===== config.mk =====
export PLATFORM = sky130hd
export DESIGN_NAME = molw_front
export DESIGN_NICKNAME = d
export VERILOG_FILES = /design/src/molw_pkg.sv /design/src/molw_front.sv
export SDC_FILE = /design/constraint.sdc
export NUM_CORES = 1
export LEC_CHECK = 0
export ABC_AREA = 0
export BUFFER_PORTS_ARGS = -buffer_cell sky130_fd_sc_hd__buf_4
export CAP_MARGIN = 40
export CELL_PAD_IN_SITES_DETAIL_PLACEMENT = 0
export CELL_PAD_IN_SITES_GLOBAL_PLACEMENT = 2
export CORE_ASPECT_RATIO = 1.5
export CORE_UTILIZATION = 30
export CTS_CLUSTER_SIZE = 16
export DETAILED_ROUTE_END_ITERATION = 12
export PLACE_DENSITY_LB_ADDON = 0.1
export REMOVE_ABC_BUFFERS = 1
export SYNTH_ARGS = -nofsm -noshare
export SYNTH_HDL_FRONTEND = slang
export SYNTH_SLANG_ARGS = --single-unit

===== constraint.sdc =====
create_clock -name clock -period 3.3 [get_ports clock]
set_clock_uncertainty 0.1 [all_clocks]
set_input_delay 0.495 -clock clock [delete_from_list [all_inputs] [get_ports clock]]
set_output_delay 0.495 -clock clock [all_outputs]
set_load 0.01 [all_outputs]

===== src/molw_pkg.sv =====
// Package for the motion object list walker: types, constants, opcodes.
// No dependencies.
`timescale 1ns / 1ps
package molw_pkg;
   localparam int NumObjectsDef     = 64;
   localparam int SpriteRamWordsDef = 1024;
   localparam int ListEntriesDef    = 2048;
   localparam logic [15:0] SkipMark = 16'hFFFF;
   localparam int NumRegs = 7;

   typedef enum logic [1:0] {
      OP_WRITE = 2'd0,
      OP_BUILD = 2'd1,
      OP_READ  = 2'd2,
      OP_NOP   = 2'd3
   } opcode_type;

   typedef enum logic [2:0] {
      REG_STRIDE = 3'd0,
      REG_STEP   = 3'd1,
      REG_IGN    = 3'd2,
      REG_LSEL   = 3'd3,
      REG_LSHIFT = 3'd4,
      REG_LMASK  = 3'd5,
      REG_LIMIT  = 3'd6
   } reg_index_type;

   typedef struct packed {
      logic [1:0]  opcode;
      logic [10:0] address;
      logic [15:0] write_data;
      logic [5:0]  start_link;
      logic [8:0]  scanline;
   } req_type;

   typedef struct packed {
      logic [8:0]  entry_scanline;
      logic [63:0] entry_words;
      logic [11:0] group_start;
      logic [6:0]  group_count;
      logic [11:0] list_end;
      logic        advanced;
      logic        overflow;
   } rsp_type;

   typedef struct packed {
      logic [4:0]  object_stride;
      logic [8:0]  word_step;
      logic [1:0]  ignore_word_sel;
      logic [2:0]  link_word_sel;
      logic [3:0]  link_shift;
      logic [5:0]  link_mask;
      logic [11:0] list_limit;
   } cfg_type;

   typedef enum logic [3:0] {
      ST_IDLE, ST_OP, ST_RD_WAIT, ST_READ_DONE, ST_B_INIT, ST_B_TAG, ST_OBJ,
      ST_WORD, ST_CMP, ST_NEXT, ST_FINISH, ST_EMIT
   } state_type;
endpackage


===== src/molw_front.sv =====
// Front end: accepts request items and queues them for the back end.
// Depends on molw_pkg.
`timescale 1ns / 1ps
module molw_front import molw_pkg::*; (
   input  logic    clock,
   input  logic    reset,
   input  logic    in_valid,
   output logic    in_ready,
   input  req_type in_data,
   output logic    q_valid,
   input  logic    q_ready,
   output req_type q_data
);
   // two-entry queue
   req_type    slot_ff [2];
   req_type    slot_in [2];
   logic [1:0] cnt_ff, cnt_in;
   logic       push, pop;

   assign in_ready = (cnt_ff != 2'd2);
   assign push     = in_valid && in_ready;
   assign q_valid  = (cnt_ff != 2'd0);
   assign pop      = q_valid && q_ready;
   assign q_data   = slot_ff[0];

   always_comb begin
      slot_in = slot_ff;
      cnt_in  = cnt_ff;
      if (pop) begin
         slot_in[0] = slot_ff[1];
         cnt_in     = cnt_in - 2'd1;
      end
      if (push) begin
         slot_in[cnt_in[0]] = in_data;
         cnt_in = cnt_in + 2'd1;
      end
   end

   always_ff @(posedge clock) begin
      if (reset) begin
         cnt_ff <= '0;
      end else begin
         cnt_ff <= cnt_in;
      end
      slot_ff <= slot_in;
   end
endmodule


==> results.toml <==
[synthesis]
synth_seq_area_share = 0.599
synthesis.instances = 310
yosysWarningCount = 0
synth.largest_area_cell = "sky130_fd_sc_hd__edfxtp_1"
synth.area.top_cells = "sky130_fd_sc_hd__edfxtp_1, sky130_fd_sc_hd__dfxtp_1, sky130_fd_sc_hd__mux2i_1"
post_synthesis_cell_area_um2 = 3750
yosys_reg_bits = 90
syn-mean-instance-area_um2 = 12.1
synthDistinctLibCells = 23
yosys.area.top_type_share = 0.353

[power_and_ir_drop]
post-layout-total-power_w = 0.00502
irDropWorstVdd_uv = 425
cellPowerDensity_nw_per_um2 = 1080
power_leakage_nw = 1.97

[setup_path]
critical_path.slowest_cell = "sky130_fd_sc_hd__xnor2_2"
path_buf_inv = 2
setup.reg_to_reg.worst_slack_ns = 0.86
worstPathMaxFanout = 32
cp_data_required_time_ns = 3.42
top_family_by_delay_on_critical_path = "XOR/XNOR gates"
critPathCaptureType = "flop"
timing.setup.critical_path_class = "reg2reg"
crit_arrival_ns = 2.57
crit_chain = "inv_1 -> ha_1 -> nor2b_2 -> xnor2_2 -> and2_2 -> buf_12 -> o21ai_0"
cp-start-kind = "flop"
cp_slowest_stage_delay_ns = 0.64

[clock_tree]
tritoncts_clock_tree = "built"
clkSinkCount = 90
clock_tree.root_cell = "sky130_fd_sc_hd__clkbuf_16"
clock_path_buffers = 2
worst_skew_pair.late_latency_ns = 0.34
clock_buffers_created_by_tritoncts = 9
cts.htree.levels = 3
cts_resized = 0
cts.reportedPaths.clkPinSlew_ns = 0.07
cts_hold_buf = 0
post-cts-setup-buffer-count = 0

[global_routing]
grt-ovfl-total = 0
first_global_vias = 2427
antenna_found_initial = 0
grt_first_pass_wirelength_um = 13200
grt_max_degree = 33
global_router_s_overall_resource_usage = 0.136

[floorplanning]
placeable_area_um2 = 12100
fp.dieW_um = 93.2
die_h_um = 139
fp-row-count = 49
starting_utilization_of_the_core_area = 0.310
ios = 94
die_footprint_um2 = 12900

[routing]
antenna_left = 0
vias_per_cell = 4.53
drt-wirelength-per-cell_um = 16.2
drc = 0
vias = 2340
totalWireLength_um = 8390
drt_pass1_iterations = 4
drtIter0Drc = 85

[layout]
areaGrowthSynthToFinish_pct = 24.0
utilization = 0.385
total_area_of_multi_input_combinational_cells_um2 = 1030
mostFrequentLayoutCell = "sky130_fd_sc_hd__buf_4"
fin_nets = 410
insertedDiodeCount = 0
final_layout_size_suffix_gt1_frac = 0.341
final_cell_mix = "sky130_fd_sc_hd__buf_4, sky130_fd_sc_hd__nand3_1, sky130_fd_sc_hd__dfxtp_1, sky130_fd_sc_hd__mux2i_1, sky130_fd_sc_hd__edfxtp_1"
register_area_um2 = 2240
filler_cell_count = 1190
layout.cell_area.non_filler_um2 = 4650

[sta]
rsz0062_at_grt = "no"
clock.fmax_mhz = 409
timing.final.crit_share = 0.741
holdWs_ns = 0.239
worst_max_slew_margin_expressed_relative_to_the_limit = 0.441
worst-slew-pin-transition_ns = 0.835
finalMaxSlewViolations = 0
finalSetupViolCount = 0
final_hold_viol_count = 0
final.min_clock_period_ns = 2.44

[outcome]
status = "finished, final reports clean"

[placement]
dp_hpwl_um = 5380
io_buffer_count = 93
place.gp.congestion = 0.660
placed_area_um2 = 4260

[flow_run]
maxCapViolCount = 0

[worst_hold_path]
timing.hold.worst.class = "in2reg"
## final timing paths
| path | start | to | depth (start not counted) |
|---|---|---|---|
| setup / recovery | cnt_ff[0]$_SDFF_PP0_ | q_data[24]$_DFF_P_ | 7 |
| setup reg to reg | cnt_ff[0]$_SDFF_PP0_ | q_data[24]$_DFF_P_ | 7 |
| hold / removal | reset | cnt_ff[1]$_SDFF_PP0_ | 2 |
| hold reg to reg | flop | q_data[29]$_DFF_P_ | 2 |
## per-stage QoR
step	std cells	worst slack, ns	setup TNS [ns]
finish	517	0.855	0
global route	517	0.667	0
CTS	517	0.788	0
detailed placement	501	0.744	0
global placement	501	0.771	0
floorplan	246	-0.794	-57.67
## power by group
group          internal, W  total [W]  leakage [nW]  switching, W
clock             0.000894    0.00131         0.184      0.000415
combinational     0.000842    0.00187         0.990       0.00102
sequential         0.00165    0.00185         0.793      0.000200
total              0.00338    0.00502          1.97       0.00164
## area by class of cell
class / instances / area share
clock buffers: 11 / 0.0501
clock inverters: 5 / 0.0323
inverters: 6 / 0.00485
multi-input cells: 150 / 0.221
flip-flops and latches: 90 / 0.483
well taps: 153 / 0.0412
repair buffers: 102 / 0.168
## per-layer routing
metal  track usage  up-vias  routed length (um)
met5             0        -                   0
met4        0.0680        0                 179
met3        0.0214       12                 343
met2         0.233       65                4400
met1         0.164     1106                3470
li1              -     1157                   -
## Yosys cell counts
| master | instances |
|---|---|
| sky130_fd_sc_hd__nor2b_1 | 1 |
| sky130_fd_sc_hd__xnor2_1 | 1 |
| sky130_fd_sc_hd__o21ai_0 | 5 |
| sky130_fd_sc_hd__clkbuf_1 | 3 |
| sky130_fd_sc_hd__nor2b_2 | 1 |
| sky130_fd_sc_hd__nand3_1 | 46 |
| sky130_fd_sc_hd__nor3_1 | 1 |
| sky130_fd_sc_hd__ha_1 | 3 |
| sky130_fd_sc_hd__inv_1 | 6 |
| sky130_fd_sc_hd__o21ai_2 | 2 |
| sky130_fd_sc_hd__dfxtp_1 | 46 |
| sky130_fd_sc_hd__mux2i_1 | 44 |
| sky130_fd_sc_hd__edfxtp_1 | 44 |
| sky130_fd_sc_hd__buf_6 | 4 |
| sky130_fd_sc_hd__and2_1 | 1 |
| sky130_fd_sc_hd__o21ai_1 | 38 |
| sky130_fd_sc_hd__buf_4 | 50 |
| sky130_fd_sc_hd__buf_2 | 7 |
| sky130_fd_sc_hd__a22oi_1 | 1 |
| sky130_fd_sc_hd__nor2_1 | 2 |
| sky130_fd_sc_hd__nand2b_1 | 2 |
| sky130_fd_sc_hd__or3_1 | 1 |
| sky130_fd_sc_hd__a21oi_1 | 1 |
## kinds of logic after synthesis
| family | Yosys count | share of synthesized area |
|---|---|---|
| simple gates | 55 | 0.0755 |
| mux | 44 | 0.118 |
| compound gates | 47 | 0.0655 |
| flops | 90 | 0.599 |
| buf+inv | 70 | 0.131 |
| xor+xnor | 1 | 0.00234 |
| fa+ha+maj | 3 | 0.0100 |
Power figures use the tool's default switching activity.
